**config.mk**
```make
export PLATFORM = sky130hd
export DESIGN_NAME = npss_outq
export DESIGN_NICKNAME = d
export VERILOG_FILES = /design/src/rtl/core/npss_pkg.sv /design/src/rtl/core/npss_outq.sv
export SDC_FILE = /design/constraint.sdc
export NUM_CORES = 1
export LEC_CHECK = 0
export ABC_AREA = 1
export BUFFER_PORTS_ARGS = -buffer_cell sky130_fd_sc_hd__buf_2
export CORE_MARGIN = 2
export CORE_UTILIZATION = 50
export CTS_CLUSTER_SIZE = 14
export DETAILED_ROUTE_END_ITERATION = 8
export GPL_TIMING_DRIVEN = 1
export MAX_ROUTING_LAYER = met4
export PLACE_DENSITY = 0.68
export SYNTH_ARGS = -nofsm -noshare
export SYNTH_HDL_FRONTEND = slang
export SYNTH_SLANG_ARGS = --single-unit
export TNS_END_PERCENT = 100
```
**constraint.sdc**
```tcl
create_clock -name clk -period 2.7 [get_ports clk]
set_input_delay 0.27 -clock clk [delete_from_list [all_inputs] [get_ports clk]]
set_output_delay 0.27 -clock clk [all_outputs]
set_load 0.02 [all_outputs]
```
**src/rtl/core/npss_pkg.sv**
```systemverilog
`default_nettype none
// ----------------------------------------------------------------------------
// npss_pkg: shared types and constants
// Field widths, register codes and the records passed between the point
// pipeline, the side tracker and the result queue.
// ----------------------------------------------------------------------------
package npss_pkg;

  // Field widths
  localparam int COORD_W = 24;   // Q12.12 coordinates
  localparam int DIR_W   = 16;   // Q1.14 direction
  localparam int IDX_W   = 10;   // reported index
  localparam int OFS_W   = COORD_W + 1;        // exact offset from center
  localparam int PROD_W  = OFS_W + DIR_W - 1;  // offset times direction
  localparam int DOT_W   = PROD_W + 2;         // sum of three products
  localparam int SQ_W    = 2 * (OFS_W - 1);    // square of an offset
  localparam int DIST_W  = SQ_W + 2;           // sum of three squares

  // Configuration port
  localparam int CFG_IDX_W  = 3;
  localparam int CFG_DATA_W = COORD_W;

  localparam logic [CFG_IDX_W-1:0] REG_CENTER_X = 3'd0;
  localparam logic [CFG_IDX_W-1:0] REG_CENTER_Y = 3'd1;
  localparam logic [CFG_IDX_W-1:0] REG_CENTER_Z = 3'd2;
  localparam logic [CFG_IDX_W-1:0] REG_DIR_X    = 3'd3;
  localparam logic [CFG_IDX_W-1:0] REG_DIR_Y    = 3'd4;
  localparam logic [CFG_IDX_W-1:0] REG_DIR_Z    = 3'd5;

  localparam logic signed [DIR_W-1:0] DIR_X_RST = 16'sd16384;

  // Pipeline occupancy and result queue sizing
  localparam int STAGES    = 4;
  localparam int INFL_W    = 3;
  localparam int OQ_DEPTH  = 8;
  localparam int OQ_PTR_W  = 3;
  localparam int OQ_CNT_W  = 4;

  // One classified point leaving the arithmetic pipeline
  typedef struct packed {
    logic              vld;
    logic              last;
    logic              pos;
    logic [DIST_W-1:0] sqd;
  } npss_pt_t;

  // One slice result
  typedef struct packed {
    logic [IDX_W-1:0] pos_idx;
    logic             pos_found;
    logic [IDX_W-1:0] neg_idx;
    logic             neg_found;
  } npss_res_t;

endpackage
`default_nettype wire

```
**src/rtl/core/npss_outq.sv**
```systemverilog
`default_nettype none
// ----------------------------------------------------------------------------
// npss_outq: result queue
// Small register queue that holds slice results until the output side
// takes them, so the point pipeline keeps moving during output stalls.
// ----------------------------------------------------------------------------
module npss_outq (
  input  wire                              clk,
  input  wire                              rst_n,
  input  wire                              push,
  input  npss_pkg::npss_res_t              push_data,
  input  wire                              pop,
  output npss_pkg::npss_res_t              head,
  output logic                             head_vld,
  output logic [npss_pkg::OQ_CNT_W-1:0]    cnt
);
  import npss_pkg::*;

  npss_res_t             mem_r [OQ_DEPTH];
  logic [OQ_PTR_W-1:0]   wr_ptr_r, rd_ptr_r;
  logic [OQ_CNT_W-1:0]   cnt_r;

  // storage
  always_ff @(posedge clk) begin
    if (push) begin
      mem_r[wr_ptr_r] <= push_data;
    end
  end

  // pointers and fill count
  always_ff @(posedge clk) begin
    if (!rst_n) begin
      wr_ptr_r <= '0;
      rd_ptr_r <= '0;
      cnt_r    <= '0;
    end else begin
      if (push) begin
        wr_ptr_r <= wr_ptr_r + OQ_PTR_W'(1);
      end
      if (pop) begin
        rd_ptr_r <= rd_ptr_r + OQ_PTR_W'(1);
      end
      unique case ({push, pop})
        2'b10:   cnt_r <= cnt_r + OQ_CNT_W'(1);
        2'b01:   cnt_r <= cnt_r - OQ_CNT_W'(1);
        default: cnt_r <= cnt_r;
      endcase
    end
  end

  assign head     = mem_r[rd_ptr_r];
  assign head_vld = (cnt_r != '0);
  assign cnt      = cnt_r;

endmodule
`default_nettype wire

```
After elaboration in Yosys (flattened, before gate mapping)
Memory sizes are Yosys's and may differ from the RTL's. A register that Yosys moved wholly into a read port is not among the register bits.
Index checks and enable logic that the tools add are counted.
{"block": "totals", "mem_bits_rw": 176, "reg_bits": 10, "out_inout_bits": 27, "n_memories": 1}
{"block": "op_classes", "n_addsub": 4, "n_mux": 5, "eq_ne": 2, "n_reduce_logical": 2}
{"name": "mem_r", "depth": 8, "word_bits": 22, "rd": 1, "rd_clocked_by_memory_dff": 1, "wr": 1, "line": "npss_outq.sv:19", "source": "npss_res_t mem_r [OQ_DEPTH];"}
{"cell": "one-hot mux 4 bit (2 select lines)", "count": 1}
{"cell": "adder 3 x 1 -> 3 bit (second input constant)", "count": 2}
{"cell": "two-way mux 3 bit", "count": 2}
{"cell": "adder 4 x 1 -> 4 bit (second input constant)", "count": 1}
{"cell": "nonzero test 4 bit", "count": 1}
{"cell": "subtractor 4 x 1 -> 4 bit (second input constant)", "count": 1}
{"cell": "== test 2 x 1 -> 1 bit (second input constant)", "count": 1}
{"cell": "== test 2 bit (second input constant)", "count": 1}
{"cell": "two-way mux 1 bit", "count": 2}
{"cell": "nonzero test 2 bit", "count": 1}

Depth between registers and ports, before layout
{"block": "depth", "ltp_word": 3, "mapped_depth": 11, "depth_no_buf": 11}

Worst setup path after synthesis
No wires, ideal clock.
{"block": "synth_timing", "path_kind": "input-to-reg", "startpoint": "in push", "endpoint": "mem mem_r[0][0] (netlist name) (enable)", "setup_slack_ns": 0.690, "arrival_time_ns": 1.610, "required_ns": 2.299, "cell_stages": 3, "path_cell_list": "inv_1 > or2_2 > nor2_1"}
{"block": "synth_via", "elab_chain_cells": 2}
{"element": "from (decl)", "line": "npss_outq.sv:10", "source": "input wire push,"}
{"element": "two-way mux 1 bit", "line": "npss_outq.sv:25", "source": "if (push) begin"}
{"element": "two-way mux 1 bit (implied by the code)", "line": "npss_outq.sv:26", "source": "mem_r[wr_ptr_r] <= push_data;"}
{"element": "to (decl)", "line": "npss_outq.sv:19"}
Every way passes these cells.

==> results_tabular.tex <==
\begin{tabular}{lr}
\hline
Metric & Value \\
\hline
\multicolumn{2}{l}{\textbf{Synthesis}} \\
Fraction of synthesized cell area taken by the top area cell type & 70.2\% \\
Portion of netlist area occupied by mux cells & 2.92\% \\
Top area cells in the synthesized netlist & sky130\_fd\_sc\_hd\_\_edfxtp\_1, sky130\_fd\_sc\_hd\_\_nor2\_1, sky130\_fd\_sc\_hd\_\_o21ai\_0, sky130\_fd\_sc\_hd\_\_nand2\_1, sky130\_fd\_sc\_hd\_\_dfxtp\_1 \\
Netlist Area Pre-Place & 7530 µm² \\
Fraction of the mapped netlist area in adder cells & 0.831\% \\
Number of nets in the synthesized netlist & 613 \\
Mapped Cells & 582 \\
Post-Synth XOR/XNOR Area & 0.349\% \\
Number of flops mapped to enable cells by yosys & 176 \\
Fraction of the yosys area taken by sequential cells & 73.6\% \\
Synth top cells by count & sky130\_fd\_sc\_hd\_\_edfxtp\_1, sky130\_fd\_sc\_hd\_\_nor2\_1, sky130\_fd\_sc\_hd\_\_nand2\_1 \\
Share of synthesized cell area in and, or, nand and nor gates & 9.50\% \\
Synth unique cells & 23 \\
Most numerous cell in the Yosys netlist & sky130\_fd\_sc\_hd\_\_edfxtp\_1 \\
Cell type contributing the most total cell area after synthesis & sky130\_fd\_sc\_hd\_\_edfxtp\_1 \\
Compound-cell area share of the yosys netlist & 8.81\% \\
Async set-reset flop share out of synthesis & 0\% \\
Primary FF master, synth & sky130\_fd\_sc\_hd\_\_edfxtp\_1 \\
Post-Syn Area per Cell & 12.9 µm² \\
Combinational family with the most area after synthesis & simple AND/OR/NAND/NOR gates \\
Yosys Warn Count & 0 \\
Synthesis-stage register bit count & 189 \\
\multicolumn{2}{l}{\textbf{Floorplanning}} \\
Effective utilization at floorplan & 51.4\% \\
Overall die area & 16,100 µm² \\
Chip width & 127 µm \\
Top-level port count & 53 \\
Die boundary height & 127 µm \\
Floorplan row count & 44 \\
Placeable core region & 14,600 µm² \\
\multicolumn{2}{l}{\textbf{Placed design}} \\
Worst setup slack before clock tree synthesis & 849 ps \\
HPWL after detailed placement & 7.95 mm \\
Placer congestion estimate & 0.757 \\
Number of cells after detailed placement & 803 \\
Port Buf Inserts & 52 \\
\multicolumn{2}{l}{\textbf{Setup path}} \\
Cell repeated most along the worst path & sky130\_fd\_sc\_hd\_\_nand2\_1 \\
Crit end category & output pin \\
Req. time, crit path & 2430 ps \\
Worst setup SP type & register \\
Combined buffer and inverter count along the critical path & 3 \\
Highest net fanout along the worst path & 28 \\
Register-to-Register Setup Slack & 1180 ps \\
Worst path cell trace & inv\_2, buf\_4, o21ai\_0, o21ai\_1, nand2\_1, nand2\_1, buf\_2 \\
CP Class & register to output pin \\
CP delay by family, top & buffers and inverters \\
Critical register-to-register path startpoint & wr\_ptr\_r[0]\$\_SDFFE\_PN0P\_ \\
Delay contributed by the slowest stage of the critical path & 370 ps \\
Arrival time at the worst endpoint & 2030 ps \\
Cell with the largest stage delay on the worst path & sky130\_fd\_sc\_hd\_\_inv\_2 \\
\multicolumn{2}{l}{\textbf{STA}} \\
Maximum clock rate & 435 MHz \\
RSZ-0062 raised after global routing & no \\
Post-route clock period utilization & 85.0\% \\
Total setup violations reported at the end of the flow & 0 \\
Shortest clock period the worst path allows after layout & 2300 ps \\
Final critical-path setup slack & 404 ps \\
Slew at the pin closest to its max-slew limit & 557 ps \\
Aggregate negative setup slack & 0 ps \\
Total count of max-transition violations in the final report & 0 \\
Final clock skew & 7.04 ps \\
Max transition margin & 62.8\% \\
Final-report hold violation count & 0 \\
\multicolumn{2}{l}{\textbf{Routing}} \\
Vias/cell & 5.35 \\
Total Routed Length & 14.3 mm \\
Antenna violation net count after detailed routing & 0 \\
Average wire per cell in the routed design & 17.1 µm \\
Violation count after the first detailed-routing iteration & 372 \\
First-pass DRT Iterations & 7 \\
DRC violations left & 0 \\
Detailed-route via count & 4,464 \\
\multicolumn{2}{l}{\textbf{Layout}} \\
Area growth, synth to finish & 14.0\% \\
\# nets final & 669 \\
Final instance count without filler cells & 835 \\
Fraction of layout instances using a drive strength above 1 & 16.9\% \\
\multicolumn{2}{l}{\textbf{CTS}} \\
Clock-pin slew reported for the worst setup and hold paths after clock tree synthesis & 70 ps \\
Post-cts repair resize count & 0 \\
Clock buffers created by TritonCTS & 17 \\
Number of buffers on the longest clock path & 2 \\
Clock tree from TritonCTS & built \\
Number of hold-repair buffers added at the cts stage & 0 \\
CTS H-Tree Depth & 4 \\
Clock Tree Root & sky130\_fd\_sc\_hd\_\_clkbuf\_16 \\
Count of buffers added by post-CTS timing repair for setup & 0 \\
Total clock sinks & 189 \\
Insertion delay to the later sink of the worst-skew pair & 420 ps \\
\multicolumn{2}{l}{\textbf{Global routing}} \\
Vias in the first global route & 4,338 \\
Global-route usage over all layers & 19.4\% \\
Antenna violations before repair & 1 \\
Pin count of the biggest net entering global routing & 89 \\
First-pass GRT wire length & 22.7 mm \\
Total congestion overflow after global routing & 0 \\
\multicolumn{2}{l}{\textbf{Pwr}} \\
Total power & 6.63 mW \\
Maximum vdd drop & 691 µV \\
Total power per unit cell area & 772 nW/µm² \\
Static Leakage & 3.07 nW \\
\multicolumn{2}{l}{\textbf{Min path}} \\
Tightest Hold Check Type & input port to register \\
Launch point of the worst hold path & push\_data[14] \\
\multicolumn{2}{l}{\textbf{Run}} \\
Max-capacitance violation count & 0 \\
\multicolumn{2}{l}{\textbf{Status}} \\
Run status & completed \\
\hline
\end{tabular}
worst paths after layout:
kind	end	cells past startpoint
worst max-delay path	head[18]	7
worst min-delay path	mem_r[1][14]$_DFFE_PP_	1
worst max register to register	mem_r[0][4]$_DFFE_PP_	3
worst min register to register	wr_ptr_r[0]$_SDFFE_PN0P_	2
layer usage:
| layer | share of wire [%] | wire [µm] | track usage, % |
|---|---|---|---|
| met5 | 0 | 0 | - |
| met4 | 1.3 | 187 | 6.33 |
| met3 | 5.8 | 831 | 4.39 |
| met2 | 49 | 7050 | 31.6 |
| met1 | 44 | 6240 | 24.3 |
state kept, by name, indices dropped and copies added, names as in the netlist, named ones only:
register / flops
rd_ptr_r: 3
cnt: 4
mem_r: 176
wr_ptr_r: 3
power breakdown:
part	internal (mW)	total, mW	switching (mW)
sequential	3.28	3.31	0.0304
combinational	0.213	0.658	0.445
clock	1.64	2.67	1.03
total	5.13	6.63	1.50
metrics by stage:
| stage | utilization [%] | cell area, µm² | hold WS, ps |
|---|---|---|---|
| floorplan | - | 7530 | 369 |
| global placement | 54.2 | 7940 | 482 |
| detailed placement | 54.2 | 7940 | 496 |
| CTS | 58.6 | 8580 | 89.8 |
| global route | 58.6 | 8590 | 109 |
| finish | 58.6 | 8590 | 110 |
worst reg2reg max path, cell delays in order (launching register included):
cell and delay [ps]:
sky130_fd_sc_hd__dfxtp_1 330, sky130_fd_sc_hd__or2_2 370, sky130_fd_sc_hd__nor2_2 90, sky130_fd_sc_hd__buf_4 360
cells by family (layout without fill, tap and decap cells):
| family | count (synthesis) | in the layout |
|---|---|---|
| flip-flops | 189 | 189 |
| AND/OR/NAND/NOR | 188 | 188 |
| AO/OA/AOI/OAI | 127 | 127 |
| buffers and inverters | 48 | 116 |
| multiplexers | 22 | 22 |
| adder cells (fa/ha/maj) | 5 | 5 |
| XOR/XNOR | 3 | 3 |
| other | 0 | 1 |
layout by cell type, fill, tap and decap left out, drive strengths merged:
cell type / instances
a21oi: 10
buf: 68
bufinv: 5
clkbuf: 17
clkinv: 4
clkinvlp: 3
dfxtp: 13
diode: 1
edfxtp: 176
ha: 5
inv: 19
mux2i: 22
nand2: 81
nand3: 4
nand4: 1
nor2: 101
o21ai: 95
o22ai: 22
or2: 1
xnor2: 3
cell type report:
class / instances / area, µm²
sequential: 189 / 5550
antenna: 1 / 2.50
tap: 184 / 230
inverter: 17 / 63.8
multi-input combinational: 345 / 1710
clock buffer: 17 / 425
fill: 1146 / 6060
timing repair buffer: 68 / 393
clock inverter: 14 / 216
(Power assumes the default switching activity.)
