## src/rtl/core/npss_pkg.sv

```systemverilog
`default_nettype none
// ----------------------------------------------------------------------------
// npss_pkg: shared types and constants
// Field widths, register codes and the records passed between the point
// pipeline, the side tracker and the result queue.
// ----------------------------------------------------------------------------
package npss_pkg;

  // Field widths
  localparam int COORD_W = 24;   // Q12.12 coordinates
  localparam int DIR_W   = 16;   // Q1.14 direction
  localparam int IDX_W   = 10;   // reported index
  localparam int OFS_W   = COORD_W + 1;        // exact offset from center
  localparam int PROD_W  = OFS_W + DIR_W - 1;  // offset times direction
  localparam int DOT_W   = PROD_W + 2;         // sum of three products
  localparam int SQ_W    = 2 * (OFS_W - 1);    // square of an offset
  localparam int DIST_W  = SQ_W + 2;           // sum of three squares

  // Configuration port
  localparam int CFG_IDX_W  = 3;
  localparam int CFG_DATA_W = COORD_W;

  localparam logic [CFG_IDX_W-1:0] REG_CENTER_X = 3'd0;
  localparam logic [CFG_IDX_W-1:0] REG_CENTER_Y = 3'd1;
  localparam logic [CFG_IDX_W-1:0] REG_CENTER_Z = 3'd2;
  localparam logic [CFG_IDX_W-1:0] REG_DIR_X    = 3'd3;
  localparam logic [CFG_IDX_W-1:0] REG_DIR_Y    = 3'd4;
  localparam logic [CFG_IDX_W-1:0] REG_DIR_Z    = 3'd5;

  localparam logic signed [DIR_W-1:0] DIR_X_RST = 16'sd16384;

  // Pipeline occupancy and result queue sizing
  localparam int STAGES    = 4;
  localparam int INFL_W    = 3;
  localparam int OQ_DEPTH  = 8;
  localparam int OQ_PTR_W  = 3;
  localparam int OQ_CNT_W  = 4;

  // One classified point leaving the arithmetic pipeline
  typedef struct packed {
    logic              vld;
    logic              last;
    logic              pos;
    logic [DIST_W-1:0] sqd;
  } npss_pt_t;

  // One slice result
  typedef struct packed {
    logic [IDX_W-1:0] pos_idx;
    logic             pos_found;
    logic [IDX_W-1:0] neg_idx;
    logic             neg_found;
  } npss_res_t;

endpackage
`default_nettype wire

```

## src/rtl/core/npss_track.sv

```systemverilog
`default_nettype none
// ----------------------------------------------------------------------------
// npss_track: per-side nearest point tracker
// Counts the points of a slice, keeps the nearest point on each side and
// forms the slice result when the last point arrives.
// ----------------------------------------------------------------------------
module npss_track #(
  parameter int MAX_POINTS = 1024
) (
  input  wire                 clk,
  input  wire                 rst_n,
  input  npss_pkg::npss_pt_t  pt,
  output logic                res_vld,
  output npss_pkg::npss_res_t res
);
  import npss_pkg::*;

  localparam int CNT_W = $clog2(MAX_POINTS + 1);
  localparam logic [CNT_W-1:0] CNT_MAX = CNT_W'(MAX_POINTS);
  localparam logic [CNT_W-1:0] CNT_ONE = CNT_W'(1);
  localparam logic [CNT_W-1:0] CNT_TWO = CNT_W'(2);

  logic [CNT_W-1:0]  cnt_r, cnt_nxt;
  logic [DIST_W-1:0] pbest_r, pbest_nxt, nbest_r, nbest_nxt;
  logic [IDX_W-1:0]  pidx_r, pidx_nxt, nidx_r, nidx_nxt;
  logic              phave_r, phave_nxt, nhave_r, nhave_nxt;
  logic              fpos_r, fpos_nxt;
  logic              take, pupd, nupd;
  logic [IDX_W-1:0]  idx;

  // points past the limit are dropped but may still close the slice
  assign take = pt.vld && (cnt_r < CNT_MAX);
  assign idx  = IDX_W'(cnt_r);
  assign pupd = take && pt.pos && (!phave_r || (pt.sqd < pbest_r));
  assign nupd = take && !pt.pos && (!nhave_r || (pt.sqd < nbest_r));

  // next state before the slice closes
  always_comb begin
    cnt_nxt   = take ? cnt_r + CNT_ONE : cnt_r;
    pbest_nxt = pupd ? pt.sqd : pbest_r;
    pidx_nxt  = pupd ? idx : pidx_r;
    phave_nxt = phave_r | pupd;
    nbest_nxt = nupd ? pt.sqd : nbest_r;
    nidx_nxt  = nupd ? idx : nidx_r;
    nhave_nxt = nhave_r | nupd;
    fpos_nxt  = fpos_r | (take && pt.pos && (cnt_r == '0));
  end

  // slice result; one and two point slices follow the point order
  assign res_vld = pt.vld && pt.last;

  always_comb begin
    priority if (cnt_nxt == CNT_ONE) begin
      res.pos_idx   = '0;
      res.pos_found = 1'b1;
      res.neg_idx   = '0;
      res.neg_found = 1'b1;
    end else if (cnt_nxt == CNT_TWO) begin
      res.pos_idx   = fpos_nxt ? IDX_W'(0) : IDX_W'(1);
      res.pos_found = 1'b1;
      res.neg_idx   = fpos_nxt ? IDX_W'(1) : IDX_W'(0);
      res.neg_found = 1'b1;
    end else begin
      res.pos_idx   = phave_nxt ? pidx_nxt : '0;
      res.pos_found = phave_nxt;
      res.neg_idx   = nhave_nxt ? nidx_nxt : '0;
      res.neg_found = nhave_nxt;
    end
  end

  // control state: cleared when the slice closes
  always_ff @(posedge clk) begin
    if (!rst_n || res_vld) begin
      cnt_r   <= '0;
      phave_r <= 1'b0;
      nhave_r <= 1'b0;
      fpos_r  <= 1'b0;
    end else begin
      cnt_r   <= cnt_nxt;
      phave_r <= phave_nxt;
      nhave_r <= nhave_nxt;
      fpos_r  <= fpos_nxt;
    end
  end

  // best distance and index, qualified by the have flags
  always_ff @(posedge clk) begin
    pbest_r <= pbest_nxt;
    pidx_r  <= pidx_nxt;
    nbest_r <= nbest_nxt;
    nidx_r  <= nidx_nxt;
  end

endmodule
`default_nettype wire

```

## config.mk

```make
export PLATFORM = sky130hd
export DESIGN_NAME = npss_track
export DESIGN_NICKNAME = d
export VERILOG_FILES = /design/src/rtl/core/npss_pkg.sv /design/src/rtl/core/npss_track.sv
export SDC_FILE = /design/constraint.sdc
export NUM_CORES = 1
export LEC_CHECK = 0
export BUFFER_PORTS_ARGS = -buffer_cell sky130_fd_sc_hd__buf_2
export CORE_MARGIN = 3
export CORE_UTILIZATION = 30
export DETAILED_ROUTE_END_ITERATION = 10
export HOLD_SLACK_MARGIN = 0.12
export SLEW_MARGIN = 30
export SYNTH_ARGS = -nofsm -noshare
export SYNTH_HDL_FRONTEND = slang
export SYNTH_SLANG_ARGS = --single-unit
```

## constraint.sdc

```tcl
create_clock -name clk -period 8.1 [get_ports clk]
set_clock_uncertainty 0.1 [all_clocks]
set_input_delay 1.62 -clock clk [delete_from_list [all_inputs] [get_ports clk]]
set_output_delay 1.62 -clock clk [all_outputs]
set_load 0.1 [all_outputs]
```

* Word-level counts from Yosys, hierarchy flattened *
Cells that the tools add are included.

storage, ports and cells
  bits in registers = 134

operators by class
  $add $sub $neg = 1
  $lt $le $gt $ge = 3
  eq/ne operators = 2
  muxes and demuxes = 9
  bitwise gates (word level) = 3
  reductions and logical operators = 15

operators with widths
  cell                                                               number
  50-bit less-than comparator                                        2
  22-bit two-way mux                                                 2
  10-bit two-way mux                                                 4
  11-bit by 1-bit adder with 11-bit output (second input constant)   1
  11-bit by 1-bit == test with 1-bit output (second input constant)  1
  11-bit by 2-bit == test with 1-bit output (second input constant)  1
  11-bit zero test                                                   1
  11-bit less-than comparator (second input constant)                1
  11-bit two-way mux                                                 1
  1-bit logical AND                                                  7
  1-bit zero test                                                    4
  1-bit logical OR                                                   3
  1-bit OR                                                           3
  1-bit two-way mux                                                  2

* Depth between registers and ports, before layout *
Gate-level depths: netlist (run 1).

  depth in word-level cells = 8
  mapped depth = 10
  mapped depth without buffers = 9

* Worst setup path after synthesis (run 1) *
No wires, ideal clock.

  path kind = input to output
  start = in pt[13] (netlist bit)
  end = out res[10] (netlist bit)
  data arrival time = 5.270 ns
  required time = 6.380 ns
  slack = 1.110 ns
  stages = 9
  cell sequence = ha_1 > a21oi_1 > o21ai_0 > a221oi_1 > o211ai_1 > a211oi_2 > buf_2 > mux2_2 > nor2b_1

RTL lines
  element      line              source
  from (decl)  npss_track.sv:12  input npss_pkg::npss_pt_t pt,
  to (decl)    npss_track.sv:14  output npss_pkg::npss_res_t res

==> results of run 1 <==
-- cell usage in the layout (no fill, tap or decap), drive strengths merged, types with 4 or more instances in the layout --
cell,netlist,routed
buf,3,80
mux2,10,10
nand3,22,22
a211oi,7,7
nor4,8,8
xnor2,5,5
clkbuf,9,19
a21o,10,10
nor3,7,7
dfxtp,34,34
nand4,18,18
a31oi,4,4
nand2,49,49
nor2b,11,11
a21oi,53,53
inv,110,113
clkinv,0,9
xor2,5,5
o21ai,24,24
or2,4,4
edfxtp,100,100
nor2,28,28
ha,100,100
-- synthesized netlist by cell type, types with 2 or more instances --
master	n
nand4_1	18
edfxtp_1	100
o2111ai_1	2
a21o_1	10
nor4_1	8
o21ai_0	23
and2_1	2
or2_2	4
xor2_1	5
xnor2_1	5
nand3_1	22
buf_2	3
nor2_1	28
a211oi_1	6
mux2i_1	2
ha_1	100
nor2b_1	11
a221oi_1	3
a21oi_1	53
a22oi_1	2
dfxtp_1	34
nor3_1	7
and4_1	2
a21boi_0	2
mux2_2	10
o21a_1	2
nand2_1	49
clkbuf_1	9
inv_1	110
nand2b_1	3
a2111oi_0	2
a31oi_1	4
-- worst max path at each step --
stage	slack (ps)	end	depth (start not counted)
4_1_cts	1560	res[10]	10
5_1_grt	1360	res[9]	11
6_report	1590	res[9]	11
2_1_floorplan	1110	res[10]	9
3_5_place_dp	1560	res[10]	10
3_3_place_gp	1550	res[8]	10
-- worst max-delay path, delay by kind of cell --
kind	cells	cell delay, ps
AO/OA/AOI/OAI	2	540
AND/OR/NAND/NOR	4	1300
multiplexers	1	240
buffers and inverters	3	790
adder cells (fa/ha/maj)	1	300
-- report_power, final --
group          total [mW]  switching (mW)  internal, mW
Clock               0.726           0.306         0.420
Sequential          0.801          0.0118         0.789
Combinational       0.231           0.152        0.0797
-- per-stage QoR --
| stage | hold slack, ps | std cells | utilization | cell area (sq um) | setup slack [ps] |
|---|---|---|---|---|---|
| finish | 367 | 1084 | 0.362 | 8520 | 1590 |
| global route | 386 | 1084 | 0.362 | 8520 | 1360 |
| CTS | 366 | 1084 | 0.362 | 8520 | 1560 |
| detailed placement | 356 | 1052 | 0.338 | 7960 | 1560 |
| global placement | 348 | 1052 | 0.338 | 7960 | 1550 |
| floorplan | 339 | 665 | - | 7190 | 1110 |
-- logic make-up (layout without fill, tap and decap cells) --
group,count (synthesis),count (layout),share of synthesized area
fa+ha+maj,100,100,0.174
mux,12,12,0.0184
xor+xnor,10,10,0.0122
simple gates,161,161,0.110
buf+inv,122,222,0.0642
compound gates,126,126,0.109
flops,134,134,0.512
-- flip-flops by register name, indices dropped and copies added (netlist names) --
register / flops
pbest_r: 50
pidx_r: 10
fpos_r: 1
nidx_r: 10
cnt_r: 11
phave_r: 1
nbest_r: 50
nhave_r: 1
-- metal layers --
| metal | GRT usage | vias up | part of all wire |
|---|---|---|---|
| li1 | - | 2559 | - |
| met1 | 0.178 | 2392 | 0.49 |
| met2 | 0.207 | 86 | 0.47 |
| met3 | 0.0255 | 10 | 0.030 |
| met4 | 0.0438 | 0 | 0.0072 |
| met5 | 0 | - | 0 |
-- layout make-up --
| class | instances | area (sq um) |
|---|---|---|
| sequential | 134 | 3680 |
| tap | 319 | 399 |
| multi-input combinational | 409 | 3060 |
| clock inverter | 13 | 97.6 |
| inverter | 110 | 413 |
| fill | 2368 | 15000 |
| timing repair buffer | 80 | 408 |
| clock buffer | 19 | 464 |
==> metrics, run 1 <==
residual DRC count=0; CTS Buffer Depth=2; Nets=907; Post-CTS Setup Inserts=0; clk_lat worst skew=420 ps; Hold Buf Count CTS=0; die area=around 26000 sq um; Final Hold Vio Count=0; CP most frequent cell=buf_2; I/O pin total=78; largest net degree at the start of global routing=46; clock-pin slew on the worst setup and hold paths=60 ps; outcome=finished, final reports clean; post-DR vias/cell=4.66; share of cells above drive strength 1=0.170; number of flops mapped to enable cells by yosys=100; Synth top area share=0.417; FP Rows=56; initial core utilization=0.306; die height=161 um; WP data required=between 6000 and 7000 ps; Max-Cap Viols=0; distinct cell type count after synthesis=56; final slew viol count=0; H-tree depth=4; synth top area cells=edfxtp_1 42%, ha_1 17%, dfxtp_1 9.5%, inv_1 5.7%, a21oi_1 3.7%; fin crit share=0.803; CP startpoint=pt[40]; Worst path max stage delay=approximately 800 ps; DIE WIDTH=161 um; first-pass GRT wire length=26.3 mm; Pwr Total=about 1.8 mW; largest area contributor in the netlist=edfxtp_1; Fin Setup TNS=0 ps; post-synthesis sequential area ratio=0.512; Core ar.=23500 sq um; critical path fanouts, max=10; synthesized cell area=7190 sq um; drt first-iter violations=271; cell chain of the critical path=buf_2 -> ha_1 -> nand4_1 -> nor4_1 -> nand4b_1 -> a311oi_1 -> a211oi_4 -> buf_4 -> mux2_2 -> nor2b_1 -> buf_2; antenna cells=0; vias in the first global route=4899; HP Start=pidx_r[0]; Routability Congestion=0.757; Tightest Pin Transition=859 ps; R2R Path End=pbest_r[6]; Syn. warnings=0; worst r2r path cells=8; Total GRT Usage=0.130; # port buffers=just under 80; hold-critical path depth=2; PwrDens=206 nW/um^2; Startpoint Class=input port; worst reg2reg path startpoint=cnt_r[10]; DR vias=5047; kind of critical path=input port to output port; antenna violations before repair=0; clock root cell=clkbuf_16; fmax=approximately 0.15 GHz; Hold Crit Class=flip-flop to flip-flop; grt total ovfl=0; net count after synthesis=about 800; Layout area overhead=18.5%; WL final=16.1 mm; post-layout min period=6510 ps; CP max-delay cell=nor4_1; post-synthesis cell count=665; post_cts resized=0; drt first pass iters=4; Seq cells post-synth=134; post-detail-place hpwl=12.2 mm; Routed Antenna Nets=0; syn_area_per_cell=10.8 sq um; Top FF cell, synth=edfxtp_1; R2R setup slack=3960 ps; worst ir drop on vdd=139 uV; LEAKAGE=3.81 nW; Slew HR=0.422; hold endpoint=pidx_r[0]; critical path arrival=4790 ps; RSZ-0062 raised after global routing=no; # setup viols final=0; CTS tree=built; FFs w/ async S/R, synth=0; cts bufs inserted=17; clock sinks=~130; WL/cell=14.8 um; Worst Setup End Kind=output port
Power figures use the tool's default switching activity.
==> run 2: changes to the inputs <==
clock period = 5.65 ns   (was 8.1 ns; I/O delays follow)
==> run 2 against run 1 <==
Sequential power grew 44%. Die area is the same. Final cell count grew 0.83%. Critical endpoint is now res[1]. Largest cell class unchanged.
==> metrics, run 2 (synthesized netlist as in run 1, its figures left out) <==
fin crit share=0.932; outcome=finished, final reports clean; post-detail-place hpwl=12.1 mm; largest net degree at the start of global routing=39; placed insts=1060; WL/cell=between 10 and 15 um; WL final=16.1 mm; hold_ws=360 ps; initial core utilization=0.306; post_cts resized=0; Fillers=between 2000 and 2500; post-layout min period=5270 ps; setup slack after layout=385 ps; Hold Buf Count CTS=0; clk_lat worst skew=420 ps; CP delay by family, top=compound AO/OA/AOI/OAI gates; area post-placement=8240 sq um; Max-Cap Viols=0; Worst path max stage delay=530 ps; RSZ-0062 raised after global routing=no; commonest non-fill, non-tap cell in the layout=inv_1; kind of critical path=input port to output port; Post-CTS Setup Inserts=0; Slew HR=0.609; WP data required=~4400 ps; hold endpoint=pidx_r[0]; critical path arrival=4040 ps; residual DRC count=0; # port buffers=just under 80; worst reg2reg path startpoint=cnt_r[10]; DR vias=5087; drt first pass iters=4; Core ar.=23500 sq um; HP Start=pidx_r[0]; most frequent cells in the layout=109 x inv_1, 100 x ha_1, 100 x edfxtp_1; post-DR vias/cell=4.65; Total GRT Usage=0.128; Routability Congestion=0.761; die area=between 20000 and 30000 sq um; H-tree depth=4; Layout area overhead=22.7%; Fin Setup TNS=0 ps; Tightest Pin Transition=just under 600 ps; Largest regs=nbest_r: 50 flops, pbest_r: 50 flops, cnt_r: 11 flops; Pwr Total=2.60 mW; die height=161 um; clock sinks=approximately 130; FP Rows=56; Worst Setup End Kind=output port; fmax=0.190 GHz; CTS Buffer Depth=2; drt first-iter violations=315; Nets=roughly 900; antenna violations before repair=1; Routed Antenna Nets=0; PwrDens=295 nW/um^2; final slew viol count=0; I/O pin total=78; R2R setup slack=2010 ps; CTS tree=built; final std cells w/o fill=1093; vias in the first global route=4844; Core Util, Final=0.375; share of cells above drive strength 1=0.184; grt total ovfl=0; hold-critical path depth=2; CP max-delay cell=nor4_1; worst ir drop on vdd=144 uV; clock-pin slew on the worst setup and hold paths=60 ps; cell chain of the critical path=buf_2 -> ha_1 -> nand4_1 -> nor4_1 -> nand4b_1 -> a311oi_1 -> a211oi_4 -> buf_4 -> buf_4 -> a211oi_1 -> o32ai_2 -> buf_12; post-layout instance area=8830 sq um; Setup WS pre-CTS=311 ps; LEAKAGE=~3.9 nW; Final Hold Vio Count=0; buffers and inverters on the worst path=4; critical path fanouts, max=14; Startpoint Class=input port; # setup viols final=0; CP most frequent cell=buf_4; first-pass GRT wire length=roughly 26 mm; Hold Crit Class=flip-flop to flip-flop; DIE WIDTH=approximately 160 um; clock root cell=clkbuf_16; R2R Path End=pbest_r[8]; cts bufs inserted=17; Stages on worst setup path=12; worst r2r path cells=10
run 2: changes by cell type in the layout (fill, tap and decap cells not counted), moves of 4 or more:
cell	delta
buf_4	+7
nor2b_1	-7
clkinv_1	+4
buf_12	+13
buf_2	-12
nor2b_2	+7
run 2: routing by layer:
metal	vias up	track usage	share of wire
met5	-	0	0
met4	0	0.0438	0.014
met3	19	0.0235	0.036
met2	111	0.202	0.47
met1	2380	0.178	0.48
li1	2577	-	-
run 2: layout make-up:
type                            count  area, sq um  area share
Timing Repair Buffer               88          661      0.0748
Clock inverter                     15          163      0.0184
Tap cell                          319          399      0.0452
Sequential cell                   134         3680       0.417
Antenna cell                        1         2.50    0.000283
Multi-Input combinational cell    409         3080       0.349
Clock buffer                       17          425      0.0482
Inverter                          110          413      0.0468
run 2: power by group:
group	switching (mW)	leakage (nW)	internal [mW]
sequential	0.0168	1.23	1.13
clock	0.422	0.275	0.686
combinational	0.223	2.38	0.125
total	0.662	3.88	1.94
run 2: worst reg2reg max path, cell delays in order (launching register included):
cell	delay, ps
dfxtp_1	360
and2b_2	300
nand2_1	180
a2111oi_0	520
buf_4	190
or4b_1	490
a21oi_1	180
buf_4	190
nand2_1	110
inv_2	380
buf_12	310
run 2: worst max path at each step:
stage,end,startpoint
2_1_floorplan,res[20],pt[31]
3_3_place_gp,res[14],pt[52]
3_5_place_dp,res[1],pt[33]
4_1_cts,res[1],pt[32]
5_1_grt,res[1],pt[32]
6_report,res[1],pt[32]
==> run 3: changes to the inputs <==
ABC_CLOCK_PERIOD_IN_PS = 5650   (was default)
CORE_UTILIZATION = 40   (was 30)
==> run 3 against run 2 <==
Clock power barely moved. Flip-flop and latch count did not move. Via count rose by 0.71%. Largest cell class unchanged. Global-route usage rose by 3.6 points. Fmax rose by 0.46%. Final cell count fell by 8.9%. Sequential power barely moved. Worst setup slack improved by 24 ps. Clock-buffer cell count rose by 9. Design area fell by 2.9%.
==> metrics, run 3 (synthesized netlist as in run 1, its figures left out) <==
# port buffers=77; grt total ovfl=0; most frequent cells in the layout=109 x inv_1, 100 x ha_1, 100 x edfxtp_1; first-pass GRT wire length=25.9 mm; post-detail-place hpwl=about 12 mm; initial core utilization=0.412; final std cells w/o fill=between 900 and 1000; cts bufs inserted=17; final slew viol count=0; Nets=~910; placed insts=963; setup slack after layout=409 ps; fmax=roughly 0.19 GHz; die area=19600 sq um; Tightest Pin Transition=~760 ps; sw frac=0.247; Total GRT Usage=0.164; CP delay by family, top=compound AO/OA/AOI/OAI gates; CP max-delay cell=a221oi_1; largest net degree at the start of global routing=42; WL final=15.5 mm; H-tree depth=4; Max-Cap Viols=0; buffers and inverters on the worst path=3; Worst Setup End Kind=output port; post-DR vias/cell=5.14; Core ar.=17500 sq um; CP most frequent cell=buf_2; Routed Antenna Nets=0; critical path arrival=4010 ps; Comb power frac=0.133; Slew HR=0.486; Setup WS pre-CTS=~370 ps; Clk pwr share=0.421; Flop pwr share=0.447; share of cells above drive strength 1=0.182; worst ir drop on vdd=240 uV; clock sinks=around 130; clk_lat worst skew=approximately 400 ps; kind of critical path=input port to output port; Post-CTS Setup Inserts=0; LEAKAGE=3.86 nW; Largest regs=nbest_r: 50 flops, pbest_r: 50 flops, cnt_r: 11 flops; Startpoint Class=input port; clock-pin slew on the worst setup and hold paths=around 50 ps; Final Hold Vio Count=0; RSZ-0062 raised after global routing=no; clock root cell=clkbuf_16; # setup viols final=0; die height=140 um; I/O pin total=78; antenna violations before repair=0; Worst path max stage delay=480 ps; WP data required=around 4400 ps; post_cts resized=0; Pint=1.94 mW; drt first-iter violations=256; drt first pass iters=4; critical path fanouts, max=21; sw power=0.634 mW; DIE WIDTH=140 um; commonest non-fill, non-tap cell in the layout=inv_1; CTS tree=built; DR vias=5123; PwrDens=300 nW/um^2; CTS Buffer Depth=2; Hold Buf Count CTS=0; Routability Congestion=0.811; Layout area overhead=19.1%; FP Rows=48; residual DRC count=0; fin crit share=0.928; vias in the first global route=5322; Fin Setup TNS=0 ps; post-layout min period=5240 ps; Hold Crit Class=flip-flop to flip-flop; cell chain of the critical path=buf_2 -> ha_1 -> a21oi_1 -> o21ai_0 -> a221oi_1 -> o211ai_1 -> a211oi_4 -> buf_4 -> mux2_2 -> nor2b_2 -> buf_2; WL/cell=roughly 16 um; outcome=finished, final reports clean
[run 3: final timing paths]
path | endpoint | slack (ps) | startpoint | cells past startpoint
worst min-delay path | nidx_r[5] | 370 | nidx_r[5] | 1
worst min register to register | nidx_r[5] | 370 | nidx_r[5] | 1
worst max register to register | nidx_r[0] | 2200 | nbest_r[29] | 10
worst max-delay path | res[10] | 410 | pt[29] | 11
[run 3: cell type report]
type	instances	area [sq um]
fill	1586	8910
sequential	134	3680
multi-input combinational	409	3090
clock buffer	26	564
timing repair buffer	85	503
inverter	110	413
tap	225	282
clock inverter	6	32.5
antenna	1	2.50
[run 3: through the flow]
stage / hold slack [ps] / cell area (sq um) / util / total power [mW]
after floorplan: 339 / 7220 / - / 1.39
after global placement: 350 / 7960 / 0.456 / 1.50
after detailed placement: 357 / 7960 / 0.456 / 1.51
after CTS: 370 / 8560 / 0.490 / 2.60
after global routing: 379 / 8570 / 0.490 / 2.70
final: 368 / 8570 / 0.490 / 2.57
[run 3: metal layers]
layer  GRT usage  part of all wire  vias to the layer above
met1       0.205              0.46                     2414
met5           0                 0                        -
met2       0.277              0.48                      112
met4      0.0597             0.015                        0
met3      0.0423             0.041                       25
li1            -                 -                     2572
[run 3: worst register-to-register path: stages, from the launching register on]
cell and delay (ps):
edfxtp_1 360, inv_1 70, ha_1 260, a21oi_1 160
o21ai_0 110, a221oi_1 480, o211ai_1 270, a211oi_4 250
buf_4 310, buf_4 570, mux2_2 410
[run 3: power by group through the flow]
stage               Combinational [mW]  Clock, mW  Sequential (mW)
floorplan                        0.227          0             1.16
global placement                 0.331          0             1.17
detailed placement               0.343          0             1.17
CTS                              0.346       1.11             1.15
global route                     0.391       1.16             1.15
finish                           0.342       1.08             1.15
